File: src/hdl/ptc_vstore.sv
// Vertex store: one write port, one read port with registered data.
module ptc_vstore #(
    parameter int DEPTH = 64,
    parameter int AW    = 6,
    parameter int W     = 48
) (
    input  logic          clk,
    input  logic          wr_en,
    input  logic [AW-1:0] wr_addr,
    input  logic [W-1:0]  wr_data,
    input  logic          rd_en,
    input  logic [AW-1:0] rd_addr,
    output logic [W-1:0]  rd_data
);

    logic [W-1:0] mem [DEPTH];

    always_ff @(posedge clk)
    begin
        if (wr_en)
        begin
            mem[wr_addr] <= wr_data;
        end
        if (rd_en)
        begin
            rd_data <= mem[rd_addr];
        end
    end

endmodule

File: config.mk
export PLATFORM = sky130hd
export DESIGN_NAME = ptc_vstore
export DESIGN_NICKNAME = d
export VERILOG_FILES = /design/src/hdl/ptc_vstore.sv
export SDC_FILE = /design/constraint.sdc
export NUM_CORES = 2
export LEC_CHECK = 0
export BUFFER_PORTS_ARGS = -buffer_cell sky130_fd_sc_hd__buf_2
export CAP_MARGIN = 20
export CORE_ASPECT_RATIO = 0.8
export CORE_MARGIN = 10
export CORE_UTILIZATION = 55
export DETAILED_ROUTE_END_ITERATION = 8
export PLACE_DENSITY = 0.78
export SLEW_MARGIN = 10
export SYNTH_ARGS = -nofsm -noshare
export SYNTH_HDL_FRONTEND = slang
export SYNTH_SLANG_ARGS = --single-unit
File: constraint.sdc
create_clock -name clk -period 6.72 [get_ports clk]
set_clock_uncertainty 0.05 [all_clocks]
set_input_delay 1.344 -clock clk [delete_from_list [all_inputs] [get_ports clk]]
set_output_delay 1.344 -clock clk [all_outputs]
set_load 0.02 [all_outputs]
Word level (Yosys, flattened, before mapping)
Memory sizes are Yosys's and may differ from the RTL's. A register that Yosys moved wholly into a read port is not among the register bits.
Cells that the tools add are included.
{ "op_classes": {"mux": 2} }
{ "op_table": {"columns": ["operator", "n"], "rows": [
  ["$mux W1", 2]
]} }
{ "totals": {"ff_bits": 0, "memories": 1, "ramBits": 3072, "wordCells": 3} }
{ "memory_table": {"columns": ["name", "depth", "word_bits", "read_ports", "rd_ports_with_merged_regs", "wr", "line_no", "text"], "rows": [
  ["mem", 64, 48, 1, 1, 1, "16", "logic [W-1:0] mem [DEPTH];"]
]} }

Logic depth before layout (Yosys ltp)
{ "logic_depth": {"depth_word": 2, "ltp_mapped": 9, "depth_no_buf": 5} }

Worst setup path before layout
OpenSTA, ideal clock, no wires.
{ "synth_timing": {"kind": "in2reg", "start": "input port wr_addr[3]", "end": "memory mem[48][0], enable pin", "arrival_ns": 5.116, "path_stages": 4, "path_slack_ns": 1.041, "required_ns": 6.157, "cell_sequence": "clkbuf_1 > nor2b_1 > nand4b_1 > nor3_1"} }
{ "synth_lines": {"columns": ["element", "line_no", "text"], "rows": [
  ["start, declared", "9", "input logic [AW-1:0] wr_addr,"],
  ["end, declared", "16", null]
]} }
Straight into the memory's write port.

==> results.cfg <==
[worst_setup_path]
worstPathMaxFanout = 27
startpoint_type = primary input
end_kind = register
crit_end = rd_data[43]
r2r_start = mem[11][11]
crit_type = in2reg
r2r_end = rd_data[11]
r2r_slack_ns = 4.24
startpoint = rd_addr[3]
arrival_ns = 4.63
cp.required_ns = 7.25
reg2reg_depth = 4

[final_layout]
post-route-util_pct = 62.2
nFillCells = 13100
layout-drive-gt1-share_pct = 27.9
nNetsFinal = 5341
area_growth_pct = 12.2

[cts]
clock_path_buffers = 4
post_cts_buffers = 0
numCtsBuffers = 278
clk_pin_slew_ns = 0.06
htreeDepth = 5
cts_hold_buffers = 0
cts_root_buf = clkbuf_16
cts_tree = built
cts_sinks = 3120
cts_resized = 0
clkLatencyLatePin_ns = 0.88

[die]
initial_core_util_pct = 55.4
die_area_mm2 = 0.233
dieWidth_um = 537
die_height_um = 434
std_cell_rows = 151
num_io_pins = 111
coreArea_mm2 = 0.212

[sta]
fin_ws_ns = 2.62
fin_crit_ns = 4.10
worstMarginPinSlew_ns = 1.26
post-route-period-util_pct = 61.0
fin_setup_tns_ns = 0
holdWs_ns = 0.828
maxSlewViolCount = 0
max_freq_mhz = 244
max_slew_margin_pct = 15.7
hold_viol = 0
grt_setup_unrepaired = no
setup_viol = 0

[yosys]
ys.flop_type = edfxtp_1
synth.avg_cell_area_um2 = 23.7
netlist_area_mm2 = 0.118
postSynth.asyncResetShare_pct = 0
yosysSeqAreaShare_pct = 79.7
synth-seq-cells = 3120
ys_types = 35
synth_nets = 5033
synth_edf_count = 3120
synthCells = 4970
ys_warn_count = 0

[detailed_routing]
drt_wl_total_mm = 322
drc_errors = 0
vias = 59100
wl_per_cell_um = 38.7
drt_iter0_markers = 10400
avgViaCountPerCell = 7.09
dr.pass1.iters = 6
ant_nets = 0

[power_and_ir_drop]
swShare_pct = 21.2
seqPwrFrac_pct = 55.0
p_int_mw = 31.0
clockPowerShare_pct = 39.9
p_leak_nw = 40.7
ir_worst_vdd_v = 0.000387
combPwrFrac_pct = 5.1
p_per_area_mw_per_mm2 = 299
total_power_mw = 39.4
switching_power_mw = 8.37

[run]
maxCapViolations = 0

[global_route]
grt.total_usage_pct = 27.4
antenna_found_initial = 15
grt_pass1_vias = 59900
grt_start_max_net_pins = 118
grt-ovfl-total = 0
grt_pass1_wl_mm = 454

[placed_design]
gp_congestion = 0.806
hpwl_mm = 160
portBuffers = 110
place_ws_ns = 1.73

[outcome]
status = finished, final reports clean

[min_path]
worstHoldPathType = in2reg
cell families (layout without fill, tap and decap cells):
group / Yosys count / after routing / share of synthesized area [%]
other: 0 / 11 / 0
AO/OA/AOI/OAI: 486 / 486 / 3.01
AND/OR/NAND/NOR: 253 / 253 / 0.953
flip-flops: 3120 / 3120 / 79.7
buffers and inverters: 282 / 798 / 1.27
multiplexers: 829 / 829 / 15.1
metal layers:
layer	vias to the layer above	global-route usage (%)	routed length [um]
met4	12	12.7	18000
met3	963	7.51	44000
met5	-	0.349	283
met1	30600	36.6	107000
met2	5393	42.5	152000
li1	22100	-	-
how the worst min path moves through the flow:
| stage | startpoint | endpoint | slack [ns] | depth (start not counted) |
|---|---|---|---|---|
| after global routing | wr_data[10] | mem[10][10] | 0.82 | 1 |
| after CTS | mem[59][4] | rd_data[4] | 0.84 | 4 |
| after floorplan | mem[58][36] | rd_data[36] | 0.74 | 4 |
| after detailed placement | mem[59][4] | rd_data[4] | 0.83 | 4 |
| final | wr_data[3] | mem[10][3] | 0.83 | 1 |
| after global placement | mem[58][4] | rd_data[4] | 0.81 | 4 |
layout by cell type, fill, tap and decap left out, types with 4 or more instances in the layout:
master      instances
edfxtp_1         3120
mux4_2            754
clkbuf_16         287
buf_4             147
o22ai_1           122
buf_2              93
a221oi_1           83
a21oi_1            74
a22oi_1            72
nor2_1             68
nor2_4             64
buf_12             64
mux2i_1            63
clkbuf_1           59
clkinv_1           59
a22o_1             57
nand2_1            54
clkinv_2           37
a211oi_1           32
o221ai_1           28
bufinv_16          23
nor2b_1            20
mux2_2             12
diode_2            11
a311oi_1           11
nand2b_1           10
inv_6               9
nand3_1             7
nand3b_1            5
a31o_2              5
clkinvlp_4          5
or3b_2              4
clkinv_8            4
clkinv_4            4
buf_16              4
layout make-up:
class	count	area (um^2)	share of cell area [%]
antenna	11	27.5	0.0209
clock buffer	346	7400	5.61
clock inverter	142	1330	1.00
multi-input combinational	1568	22900	17.4
sequential	3120	93700	71.0
tap	2830	3540	2.68
timing repair buffer	310	2990	2.27
cells in the mapped netlist (12+ instances only):
cell,number,share of area [%]
nor2b_1,24,0.13
edfxtp_1,3120,80
mux4_2,754,14
a221oi_1,83,0.62
nand2_1,55,0.18
clkbuf_1,98,0.31
a22oi_1,72,0.46
buf_4,62,0.40
mux2_2,12,0.11
o221ai_1,28,0.21
nor2_1,132,0.42
a211oi_1,32,0.20
buf_2,98,0.42
a21oi_1,74,0.31
o22ai_1,122,0.65
mux2i_1,63,0.54
buf_1,12,0.038
a22o_1,57,0.42
through the flow:
| step | instance area, um^2 | instances |
|---|---|---|
| finish | 132000 | 8327 |
| global route | 132000 | 8319 |
| CTS | 131000 | 8286 |
| detailed placement | 123000 | 7798 |
| global placement | 122000 | 7792 |
| floorplan | 118000 | 4970 |
state kept, by name (all words and copies together) (netlist names):
name and cells:
mem 3072, rd_data 48
power by group through the flow:
| stage | registers [mW] | logic (mW) | clock network, mW |
|---|---|---|---|
| finish | 21.7 | 2.00 | 15.7 |
| global route | 21.7 | 2.08 | 16.5 |
| CTS | 21.7 | 1.92 | 15.8 |
| detailed placement | 22.1 | 1.88 | 0 |
| global placement | 22.1 | 1.83 | 0 |
| floorplan | 22.1 | 1.03 | 0 |
worst max-delay path: stages:
cell and delay, ns:
buf_2 0.59, buf_4 0.42, or2_2 0.96, o22ai_1 0.30, nor2_1 0.17, a21oi_1 0.25
a221oi_1 0.52
Note: power is estimated with default switching activity, not from simulation.
