[src/hdl/ptc_div.sv]
// Restoring divider, one quotient bit a cycle, truncating toward zero.
module ptc_div #(
    parameter int SUM_W = 30,
    parameter int DEN_W = 7
) (
    input  logic                    clk,
    input  logic                    rst_n,
    input  logic                    start,
    input  logic signed [SUM_W-1:0] dividend,
    input  logic [DEN_W-1:0]        divisor,
    output logic                    busy,
    output logic signed [23:0]      quotient
);

    localparam int CNT_W = $clog2(SUM_W + 1);

    logic             run_reg;
    logic [CNT_W-1:0] cnt_reg;
    logic             neg_reg;
    logic [DEN_W-1:0] den_reg;
    logic [DEN_W-1:0] rem_reg;
    logic [SUM_W-1:0] quo_reg;

    logic [DEN_W:0]   rem_sh;
    logic [DEN_W:0]   rem_sub;
    logic             fits;
    logic [DEN_W-1:0] rem_next;
    logic [SUM_W-1:0] mag;
    logic [SUM_W-1:0] q_full;

    assign mag      = dividend[SUM_W-1] ? SUM_W'(-dividend) : SUM_W'(dividend);
    assign rem_sh   = {rem_reg, quo_reg[SUM_W-1]};
    assign fits     = rem_sh >= {1'b0, den_reg};
    assign rem_sub  = rem_sh - {1'b0, den_reg};
    assign rem_next = fits ? rem_sub[DEN_W-1:0] : rem_sh[DEN_W-1:0];
    assign q_full   = neg_reg ? (~quo_reg + 1'b1) : quo_reg;
    assign quotient = q_full[23:0];
    assign busy     = run_reg;

    always_ff @(posedge clk or negedge rst_n)
    begin
        if (!rst_n)
        begin
            run_reg <= 1'b0;
            cnt_reg <= '0;
        end
        else if (start)
        begin
            run_reg <= 1'b1;
            cnt_reg <= '0;
        end
        else if (run_reg)
        begin
            cnt_reg <= cnt_reg + 1'b1;
            if (cnt_reg == CNT_W'(SUM_W - 1))
            begin
                run_reg <= 1'b0;
            end
        end
    end

    always_ff @(posedge clk)
    begin
        if (start)
        begin
            neg_reg <= dividend[SUM_W-1];
            den_reg <= divisor;
            rem_reg <= '0;
            quo_reg <= mag;
        end
        else if (run_reg)
        begin
            rem_reg <= rem_next;
            quo_reg <= {quo_reg[SUM_W-2:0], fits};
        end
    end

endmodule

[config.mk]
export PLATFORM = sky130hd
export DESIGN_NAME = ptc_div
export DESIGN_NICKNAME = d
export VERILOG_FILES = /design/src/hdl/ptc_div.sv
export SDC_FILE = /design/constraint.sdc
export NUM_CORES = 1
export LEC_CHECK = 0
export ABC_AREA = 1
export BUFFER_PORTS_ARGS = -buffer_cell sky130_fd_sc_hd__buf_4
export CELL_PAD_IN_SITES_DETAIL_PLACEMENT = 0
export CELL_PAD_IN_SITES_GLOBAL_PLACEMENT = 1
export CORE_MARGIN = 8
export CORE_UTILIZATION = 41
export CTS_CLUSTER_SIZE = 40
export DETAILED_ROUTE_END_ITERATION = 6
export PLACE_DENSITY_LB_ADDON = 0.2
export SYNTH_ARGS = -nofsm -noshare
export SYNTH_HDL_FRONTEND = slang
export SYNTH_SLANG_ARGS = --single-unit
[constraint.sdc]
create_clock -name clk -period 2.6 [get_ports clk]
set_clock_uncertainty 0.1 [all_clocks]
set_input_delay 0.13 -clock clk [delete_from_list [all_inputs] [get_ports clk]]
set_output_delay 0.13 -clock clk [all_outputs]
set_load 0.1 [all_outputs]
# [After elaboration in Yosys (flattened, before gate mapping)]
# Cells that the tools add are included.
[classes] bitwise=1 eq_ne=1 add_sub_neg=4 order_cmp=1 mux=10 n_reduce_logical=1
[op_table] op="two-way mux 30 bit" count=3
[op_table] op="negator 30 bit" count=1
[op_table] op="adder 24 x 1 -> 24 bit, second input constant" count=1
[op_table] op="two-way mux 24 bit" count=1
[op_table] op="inverter 24 bit" count=1
[op_table] op="two-way mux 5 bit" count=2
[op_table] op="greater-or-equal comparator 8 x 7 -> 1 bit" count=1
[op_table] op="two-way mux 7 bit" count=1
[op_table] op="subtractor 7 bit" count=1
[op_table] op="adder 5 x 1 -> 5 bit, second input constant" count=1
[op_table] op="equality test 5 bit, second input constant" count=1
[op_table] op="two-way mux 1 bit" count=3
[op_table] op="nonzero test 2 bit" count=1
[word_totals] word_cells=24 output_inout_bits=25 register_bits=51

# [Depth between registers and ports, before layout]
# Gate-level depths: netlist of the first run.
[depth] word_depth=4 depth_mapped=12

# [Least setup slack after synthesis of the first run]
# OpenSTA, ideal clock, no wires.
[synth_path] path_kind="register -> output" start="register neg_reg" end="output port quotient[1]" t_required_ns=2.370 slack_ns=-0.482 t_arrival_ns=2.852 stages_incl_launch_ff=3 cell_sequence="edfxtp_1 -> buf_2 -> o21ai_0"
[synth_between] elab_chain_len=1
[synth_lines] item="start, declared" line="19" rtl="logic neg_reg;"
[synth_lines] item="start signal, assigned" line="66" rtl="neg_reg <= dividend[SUM_W-1];"
[synth_lines] item="two-way mux 24 bit" line="36" rtl="assign q_full = neg_reg ? (~quo_reg + 1'b1) : quo_reg;"
[synth_lines] item="end, declared" line="12" rtl="output logic signed [23:0] quotient"
# Every way passes these cells.

# [Worst setup path in the final report of the first run]
[layout_path] start="register quo_reg[1]" end="output port quotient[16]"
[layout_between] elab_chain_len=3
[layout_lines] item="start, declared" line="22" rtl="logic [SUM_W-1:0] quo_reg;"
[layout_lines] item="start signal, assigned" line="69" rtl="quo_reg <= mag;"
[layout_lines] item="start signal, assigned" line="74" rtl="quo_reg <= {quo_reg[SUM_W-2:0], fits};"
[layout_lines] item="inverter 24 bit" line="36"
[layout_lines] item="adder 24 x 1 -> 24 bit" line="36"
[layout_lines] item="two-way mux 24 bit" line="36"
# Every way passes these cells.

==> results.md, run 1 <==
* Crit path max-delay family: simple AND/OR/NAND/NOR gates
* Final Slew Violations at 0
* Max FO, Critical Path at 5
* Unrepaired setup endpoints after global routing: false
* Commonest non-fill, non-tap cell in the layout: nand2_1
* Post-layout min period at 2.38 ns
* Vias in the first global route at 3379
* Synth area leader: edfxtp_1
* Slew @ Worst Pin at 0.551 ns
* FMAX at 0.420 GHz
* Die width at 113 um
* Global-route wire length before repair at 16400 um
* Worst-path clk slew at 0.11 ns
* Gate Count Post-Synth at 539
* Worst Setup Path Type: flop to primary output
* Tot GR Track Use at 15.6%
* Via count at 3554
* Worst path slowest cell: edfxtp_1
* Skew-Pair Late Insertion Delay at 0.31 ns
* CP required at 2.37 ns
* Core area at 0.00924 mm2
* Dominant synthesized flop cell: edfxtp_1
* Max cap viols at 0
* WL final at 10000 um
* Most frequent cells in the layout: 157 x nand2_1, 67 x buf_4, 65 x inv_1
* Max transition margin at 63.1%
* Clk buf depth at 2
* Num ports at 65
* Crit path launch type: flop
* # fillers at 958
* Final Cycle Share at 91.5%
* Maximum vdd drop at 387 uV
* Max reg flops at 30
* WHS at 0.0461 ns
* Cells after DPL at 722
* H-tree levels at 2
* Synth top area cells: edfxtp_1 29%, nand2_1 15%, nand3_1 6.4%, inv_1 6.3%, xor2_1 5.9%
* Die Ht at 113 um
* Gr ovfl total at 0
* Clk root buf: clkbuf_8
* CP max stage delay at 0.41 ns
* Die area at 0.0129 mm2
* Post-route insts no fill at 739
* Hold WC Path Type: primary input to async pin
* Fin. Hold Viols at 0
* Router iterations before antenna repair at 4
* Layout cells sized above 1 at 19.7%
* Top cell type's share of synthesized area at 29.4%
* Number of buffers and inverters on the critical path at 3
* Nets at 661
* Initial Util at 42.1%
* Area added between synthesis and finish at 21.9%
* Largest net degree at the start of global routing at 39
* Routed Antenna Nets at 0
* Met3 WL at 459 um
* Critical Path AT at 2.15 ns
* Post-Syn Area at 0.00389 mm2
* Post-synth EDFFs at 38
* P_leak at 2.25 nW
* Routed vias/inst at 4.81
* Met1 wire length at 4830 um
* HPWL after DPL at 7780 um
* Synthesized flop and latch total at 51
* Final Wtd Congestion at 0.840
* YS warnings at 0
* TritonCTS clock tree: done
* Syn_area_per_cell at 7.21 um2
* Asr flop ratio synth at 11.8%
* Crit end category: primary output
* Initial antenna violation count at 0
* Number of CTS-inserted buffers at 5
* Power per cell area at 715 mW/mm2
* Detailed Route Iter0 Violations at 144
* TNS Setup at 0 ns
* Sinks on Clock Net at 51
* Final setup fails at 0
* IO Port Bufs at 64
* DRC at 0
* Sequential area share after synthesis at 36.8%
* Yosys cell types at 40
* Ant. Diodes at 0
* Crit path cell chain: inv_1 -> ha_2 -> nand2_2 -> nor2_4 -> inv_2 -> nor2_2 -> nand2_2 -> o21ai_4 -> a21oi_1 -> nor2_2 -> buf_6
* Mapped Nets at 591
* # rows at 35
* Routed met2 length at 4600 um
* Avg WL per Cell at 13.5 um
* Outcome: complete, no violations
* Top Layer Used: met4
-- synth_stat cells, types with 7 or more instances --
cell type,n
edfxtp_1,38
a21oi_1,10
o21ai_0,33
nor2_2,8
nand2_1,157
nand3_1,50
xor2_1,26
xnor2_1,7
o21ai_1,7
dfxtp_1,7
ha_1,11
nor2_1,50
inv_1,65
o211ai_1,7
-- stage by stage --
stage / setup slack [ns] / total power (W) / utilization, % / instance area (um2)
after global routing: 0.0236 / 0.00359 / 51.3 / 4740
after floorplan: -0.152 / 0.00254 / - / 3940
after CTS: 0.132 / 0.00339 / 51.0 / 4720
after global placement: 0.576 / 0.00287 / 49.2 / 4540
final: 0.221 / 0.00339 / 51.3 / 4740
after detailed placement: 0.498 / 0.00289 / 49.2 / 4540
-- final cells by class --
| cell class | instances | area (um2) | share of cell area (%) |
|---|---|---|---|
| Multi-Input combinational cell | 403 | 2180 | 46.0 |
| Sequential cell | 51 | 1430 | 30.2 |
| Timing Repair Buffer | 77 | 606 | 12.8 |
| Inverter | 71 | 267 | 5.62 |
| Tap cell | 129 | 161 | 3.41 |
| Clock buffer | 5 | 68.8 | 1.45 |
| Clock inverter | 3 | 23.8 | 0.502 |
-- power breakdown --
group | switching [W] | internal (W) | total, W | leakage (nW)
combinational | 0.00125 | 0.000511 | 0.00176 | 1.66
sequential | 0.000117 | 0.00102 | 0.00113 | 0.540
clock | 0.000300 | 0.000195 | 0.000495 | 0.0461
total | 0.00166 | 0.00172 | 0.00339 | 2.25
-- layer usage --
| layer | GRT usage, % | up-vias |
|---|---|---|
| li1 | - | 1869 |
| met3 | 2.96 | 10 |
| met2 | 25.4 | 73 |
| met5 | 0 | - |
| met4 | 3.64 | 0 |
| met1 | 20.8 | 1602 |
-- timing repair --
action	in CTS	in global routing
endpoints found under the setup margin	0	3
gates resized for setup	0	4
hold buffers	8	0
buffers inserted	0	1
endpoints found under the hold margin	13	0
-- worst paths after layout --
path / from / to / slack [ns] / depth (start not counted)
min in group clk: dividend[16] / quo_reg[16] / 0.07 / 3
max in group asynchronous: rst_n / cnt_reg[0] / 2.24 / 2
worst min-delay path: rst_n / cnt_reg[2] / 0.05 / 2
worst max register to register: den_reg[0] / rem_reg[5] / 0.58 / 8
worst max-delay path: quo_reg[1] / quotient[16] / 0.22 / 11
worst min register to register: cnt_reg[4] / cnt_reg[4] / 0.37 / 1
-- worst register-to-register path: stages, from the launching register on --
cell	delay, ns
edfxtp_1	0.38
ha_1	0.23
fa_1	0.42
o21ai_2	0.21
nand2_1	0.09
nand3_2	0.22
nand3_1	0.13
nand3_1	0.10
nand2_1	0.05
-- kinds of logic after synthesis --
group,synth area share [%]
AND/OR/NAND/NOR,33.3
AO/OA/AOI/OAI,9.66
XOR/XNOR,7.43
flip-flops,36.8
buffers and inverters,8.69
adder cells (fa/ha/maj),4.06
Note: power is estimated with default switching activity, not from simulation.
==> run 2, diff against run 1 <==
--- a/config.mk
+++ b/config.mk
@@ -15,3 +15,3 @@
 export DETAILED_ROUTE_END_ITERATION = 6
-export PLACE_DENSITY_LB_ADDON = 0.2
+export PLACE_DENSITY_LB_ADDON = 0.1
 export SYNTH_ARGS = -nofsm -noshare
==> constraint.sdc (replaced) <==
create_clock -name clk -period 2.6 [get_ports clk]
set_clock_uncertainty 0.1 [all_clocks]
set_input_delay 0.26 -clock clk [delete_from_list [all_inputs] [get_ports clk]]
set_output_delay 0.26 -clock clk [all_outputs]
set_load 0.1 [all_outputs]
==> results.md, run 2 (synthesis gave the netlist of run 1 again) <==
* Outcome: complete, no violations (unchanged)
* HPWL after DPL at 7860 um (was 7780 um)
* Clk buf depth at 2 (unchanged)
* Final setup fails at 0 (unchanged)
* Routed met2 length at 4570 um (was 4600 um)
* Crit path launch type: flop (unchanged)
* Clk root buf: clkbuf_8 (unchanged)
* Router iterations before antenna repair at 4 (unchanged)
* # fillers at 928 (was 958)
* CP max stage delay at 0.42 ns (was 0.41 ns)
* Top Layer Used: met4 (unchanged)
* Die Ht at 113 um (unchanged)
* Critical Path AT at 2.11 ns (was 2.15 ns)
* Dpl ws at 0.376 ns (was 0.498 ns)
* Reg2Reg Depth at 8 (unchanged)
* # rows at 35 (unchanged)
* Crit path depth at 11 (unchanged)
* IO Port Bufs at 64 (unchanged)
* Slew @ Worst Pin at 0.546 ns (was 0.551 ns)
* Hold WC Path Type: primary input to flop (was primary input to async pin)
* WL final at 9920 um (was 10000 um)
* Post-layout min period at 2.47 ns (was 2.38 ns)
* Worst Setup Path Type: flop to primary output (unchanged)
* Commonest non-fill, non-tap cell in the layout: nand2_1 (unchanged)
* Core area at 0.00924 mm2 (unchanged)
* Nets at 658 (was 661)
* Num ports at 65 (unchanged)
* Max FO, Critical Path at 5 (unchanged)
* Layout cells sized above 1 at 21.1% (was 19.7%)
* Power per cell area at 723 mW/mm2 (was 715 mW/mm2)
* Vias in the first global route at 3460 (was 3379)
* Cells after DPL at 724 (was 722)
* DRC at 0 (unchanged)
* Routed vias/inst at 4.89 (was 4.81)
* Via count at 3597 (was 3554)
* Crit end category: primary output (unchanged)
* Routed Antenna Nets at 0 (unchanged)
* Initial antenna violation count at 0 (unchanged)
* Fin. Hold Viols at 0 (unchanged)
* Global-route wire length before repair at 16500 um (was 16400 um)
* Worst R2R Start: den_reg[0] (unchanged)
* R2R Path End: rem_reg[6] (was rem_reg[5])
* Crit path max-delay family: simple AND/OR/NAND/NOR gates (unchanged)
* Ant. Diodes at 0 (unchanged)
* H-tree levels at 2 (unchanged)
* P_leak at 2.26 nW (was 2.25 nW)
* Die width at 113 um (unchanged)
* Worst path slowest cell: edfxtp_1 (unchanged)
* Area added between synthesis and finish at 22.5% (was 21.9%)
* Number of buffers and inverters on the critical path at 3 (unchanged)
* Final Cycle Share at 95.1% (was 91.5%)
* Die area at 0.0129 mm2 (unchanged)
* Gr ovfl total at 0 (unchanged)
* Max transition margin at 63.6% (was 63.1%)
* Skew-Pair Late Insertion Delay at 0.31 ns (about the same)
* Final Slew Violations at 0 (unchanged)
* Critical Path Start: quo_reg[0] (was quo_reg[1])
* Met3 WL at 411 um (was 459 um)
* Pwr Total at 0.00344 W (was 0.00339 W)
* TritonCTS clock tree: done (unchanged)
* FMAX at 0.404 GHz (was 0.420 GHz)
* Maximum vdd drop at 358 uV (was 387 uV)
* Crit path cell chain: inv_2 -> ha_2 -> nand2_2 -> nor2_4 -> inv_2 -> nor2_2 -> nand2_2 -> o21ai_4 -> a21oi_1 -> nor2_2 -> buf_12 (was inv_1 -> ha_2 -> nand2_2 -> nor2_4 -> inv_2 -> nor2_2 -> nand2_2 -> o21ai_4 -> a21oi_1 -> nor2_2 -> buf_6)
* Most frequent cells in the layout: 157 x nand2_1, 69 x buf_4, 63 x inv_1 (was 157 x nand2_1, 67 x buf_4, 65 x inv_1)
* Largest net degree at the start of global routing at 32 (was 39)
* Avg WL per Cell at 13.5 um (about the same)
* Final Wtd Congestion at 0.812 (was 0.840)
* Detailed Route Iter0 Violations at 154 (was 144)
* Tot GR Track Use at 15.7% (was 15.6%)
* Post-route insts no fill at 736 (was 739)
* Setup ws final at 0.127 ns (was 0.221 ns)
* Initial Util at 42.1% (unchanged)
* Worst-path clk slew at 0.10 ns (was 0.11 ns)
* CP required at 2.24 ns (was 2.37 ns)
* Max reg flops at 30 (unchanged)
* WHS Path Cells at 1
* Max cap viols at 0 (unchanged)
* Sinks on Clock Net at 51 (unchanged)
* Met1 wire length at 4870 um (was 4830 um)
* Number of CTS-inserted buffers at 5 (unchanged)
* Reg2Reg Setup Slack at 0.53 ns (was 0.58 ns)
* Worst Setup EP: quotient[16] (unchanged)
run 2: cell types whose count changed in the layout (fill, tap and decap cells not counted), moves of 2 or more:
cell,previous run,this run
dlygate4sd3_1,8,2
xor2_1,22,19
xor2_2,4,7
buf_12,0,2
buf_4,67,69
inv_1,65,63
inv_2,5,7
run 2: cell type report:
cell class / count / area (um2) / share of cell area [%]
clock inverter: 1 / 8.76 / 0.184
timing repair buffer: 74 / 589 / 12.4
clock buffer: 7 / 97.6 / 2.05
sequential: 51 / 1430 / 30.1
tap: 129 / 161 / 3.39
multi-input combinational: 403 / 2210 / 46.3
inverter: 71 / 267 / 5.60
run 2: what timing repair did:
action | 4_1_cts | 5_1_grt
hold buffers | 1 | 1
resized for setup | 0 | 12
hold endpoints to repair | 6 | 1
setup buffers | 0 | 2
setup endpoints to repair | 0 | 4
run 2: how the worst min path moves through the flow:
stage,startpoint,endpoint,slack (ns)
global placement,rst_n,cnt_reg[2],-0.03
floorplan,rst_n,busy,-0.14
detailed placement,rst_n,cnt_reg[2],-0.03
CTS,divisor[6],den_reg[6],0.01
global route,divisor[3],den_reg[3],0.002
finish,divisor[1],den_reg[1],0.02
run 2: metrics by stage:
stage	hold WS [ns]	util, %	area (um2)	setup TNS (ns)
floorplan	-0.136	-	3970	-0.843
global placement	-0.0292	49.6	4580	0
detailed placement	-0.0281	49.6	4580	0
CTS	0.0113	50.8	4700	0
global route	0.00164	51.5	4760	-0.0299
finish	0.0201	51.5	4760	0
run 2: report_power, final:
group | switching (W) | internal, W
Clock | 0.000279 | 0.000253
Combinational | 0.00125 | 0.000526
Sequential | 0.000124 | 0.00102
run 2: metal layers:
| layer | vias up | global-route usage, % |
|---|---|---|
| met3 | 6 | 2.59 |
| li1 | 1867 | - |
| met1 | 1645 | 21.2 |
| met5 | - | 0 |
| met4 | 0 | 3.20 |
| met2 | 79 | 25.8 |
run 2: worst register-to-register path: stages, from the launching register on:
cell      delay [ns]
edfxtp_1        0.38
ha_1            0.23
fa_1            0.43
o21ai_2         0.25
nand2_1         0.09
nand3_2         0.23
nand3_1         0.12
nand3_1         0.10
nand2_1         0.05
==> run 3, diff against run 2 <==
- REMOVE_ABC_BUFFERS: unset -> 1
- clock period: 2.6 -> 2.75 ns (I/O delays scaled with it)
==> results.md, run 3 (synthesis gave the netlist of run 1 again) <==
* Outcome: complete, no violations (unchanged)
* Critical Path AT at 2.18 ns (was 2.11 ns)
* FMAX at 0.392 GHz
* Pwr Total at 0.00313 W (was 0.00344 W)
* Post-route insts no fill at 730 (was 736)
* Crit end category: primary output (unchanged)
* P_leak at 2.19 nW (was 2.26 nW)
* Router iterations before antenna repair at 5 (was 4)
* WHS Path Cells at 1 (unchanged)
* Global-route wire length before repair at 16700 um (was 16500 um)
* Routed Antenna Nets at 0 (unchanged)
* Setup bufs post-CTS at 0 (unchanged)
* Clk buf depth at 2 (unchanged)
* Max cap viols at 0 (unchanged)
* # rows at 35 (unchanged)
* Reg2Reg Setup Slack at 0.69 ns (was 0.53 ns)
* Number of CTS-inserted buffers at 5 (unchanged)
* Hold WC Path Type: primary input to flop (unchanged)
* Num ports at 65 (unchanged)
* Cells after DPL at 721 (was 724)
* Area added between synthesis and finish at 17.7% (was 22.5%)
* Die Ht at 113 um (unchanged)
* Unrepaired setup endpoints after global routing: false
* CP max stage delay at 0.39 ns (was 0.42 ns)
* Commonest non-fill, non-tap cell in the layout: nand2_1 (unchanged)
* Ant. Diodes at 0 (unchanged)
* Final Cycle Share at 92.8%
* Skew-Pair Late Insertion Delay at 0.30 ns (was 0.31 ns)
* Clk root buf: clkbuf_8 (unchanged)
* Layout cells sized above 1 at 17.8% (was 21.1%)
* Max transition margin at 61.3% (was 63.6%)
* Util after Layout at 49.5% (was 51.5%)
* Crit path cell chain: inv_1 -> ha_1 -> nand2_2 -> nor2_2 -> inv_2 -> nor2_2 -> nand2_2 -> o21ai_4 -> o211ai_1 -> nand2_1 -> buf_4 (was inv_2 -> ha_2 -> nand2_2 -> nor2_4 -> inv_2 -> nor2_2 -> nand2_2 -> o21ai_4 -> a21oi_1 -> nor2_2 -> buf_12)
* Post-layout min period at 2.55 ns
* Maximum vdd drop at 278 uV (was 358 uV)
* Reg2Reg Depth at 8 (unchanged)
* IO Port Bufs at 64 (unchanged)
* Worst-path clk slew at 0.10 ns (about the same)
* Initial antenna violation count at 0 (unchanged)
* Max reg flops at 30 (unchanged)
* Avg WL per Cell at 13.2 um (was 13.5 um)
* Slew @ Worst Pin at 0.578 ns (was 0.546 ns)
* Nets at 652 (was 658)
* Die width at 113 um (unchanged)
* Vias in the first global route at 3563 (was 3460)
* Fin. Hold Viols at 0 (unchanged)
* Setup ws final at 0.199 ns (was 0.127 ns)
* Power per cell area at 683 mW/mm2 (was 723 mW/mm2)
* CP required at 2.38 ns (was 2.24 ns)
* Initial Util at 42.1% (unchanged)
* HPWL after DPL at 7420 um (was 7860 um)
* H-tree levels at 2 (unchanged)
* Largest net degree at the start of global routing at 39 (was 32)
* Dpl ws at 0.540 ns (was 0.376 ns)
* Tot GR Track Use at 15.9% (was 15.7%)
* TritonCTS clock tree: done (unchanged)
* Core area at 0.00924 mm2 (unchanged)
* Final Wtd Congestion at 0.839 (was 0.812)
* Most frequent cells in the layout: 157 x nand2_1, 66 x buf_4, 65 x inv_1 (was 157 x nand2_1, 69 x buf_4, 63 x inv_1)
* Final Slew Violations at 0 (unchanged)
* Via count at 3519 (was 3597)
* Max FO, Critical Path at 5 (unchanged)
* Routed vias/inst at 4.82 (was 4.89)
* WL final at 9620 um (was 9920 um)
* Worst Setup Path Type: flop to primary output (unchanged)
* Worst path slowest cell: edfxtp_1 (unchanged)
* DRC at 0 (unchanged)
* Final setup fails at 0 (unchanged)
* WHS at 0.0404 ns (was 0.0201 ns)
* Gr ovfl total at 0 (unchanged)
* Detailed Route Iter0 Violations at 243 (was 154)
* Die area at 0.0129 mm2 (unchanged)
* Crit path launch type: flop (unchanged)
* Sinks on Clock Net at 51 (unchanged)
run 3: cell count changes in the layout (fill, tap and decap cells not counted), moves of 2 or more:
| cell | delta |
|---|---|
| xnor2_2 | -3 |
| inv_2 | -2 |
| buf_12 | -2 |
| xor2_1 | +7 |
| xor2_2 | -7 |
| buf_4 | -3 |
| nor2_1 | +2 |
| xnor2_1 | +3 |
| inv_1 | +2 |
run 3: what timing repair did:
action                                  CTS  global route
endpoints found under the setup margin    0             1
resized for setup                         0             1
hold endpoints to repair                  6             0
hold buffers                              1             0
run 3: worst max-delay path: cells and delay by family (launching register included):
kind	cells	cell delay (ns)
AOI/OAI and AO/OA	2	0.32
adders and majority gates	1	0.19
buffers and inverters	3	0.45
DFF	1	0.39
and+or+nand+nor	5	0.53
run 3: layout make-up:
type                            instances  area [um2]
Timing Repair Buffer                   68         517
Tap cell                              129         161
Inverter                               71         267
Clock buffer                            7        76.3
Fill cell                             962        4660
Multi-Input combinational cell        403        2120
Sequential cell                        51        1430
Clock inverter                          1        5.00
run 3: metal layers:
metal | routed length (um) | track usage, %
met5 | 0 | 0
met3 | 325 | 2.17
met2 | 4460 | 26.5
met4 | 83 | 3.46
met1 | 4760 | 21.2
run 3: final timing paths:
check / from / endpoint
worst min register to register: cnt_reg[4] / cnt_reg[4]
min in group asynchronous: rst_n / cnt_reg[0]
max in group asynchronous: rst_n / cnt_reg[1]
worst min-delay path: divisor[3] / den_reg[3]
worst max-delay path: quo_reg[0] / quotient[14]
worst max register to register: den_reg[0] / rem_reg[2]
run 3: power by group:
part	internal, W	switching [W]
combinational	0.000458	0.00117
sequential	0.000960	0.0000981
clock	0.000180	0.000257
total	0.00160	0.00153
run 3: metrics by stage:
stage               area (um2)  setup TNS (ns)
floorplan                 3820          -12.06
global placement          4480               0
detailed placement        4480               0
CTS                       4570               0
global route              4580               0
finish                    4580               0
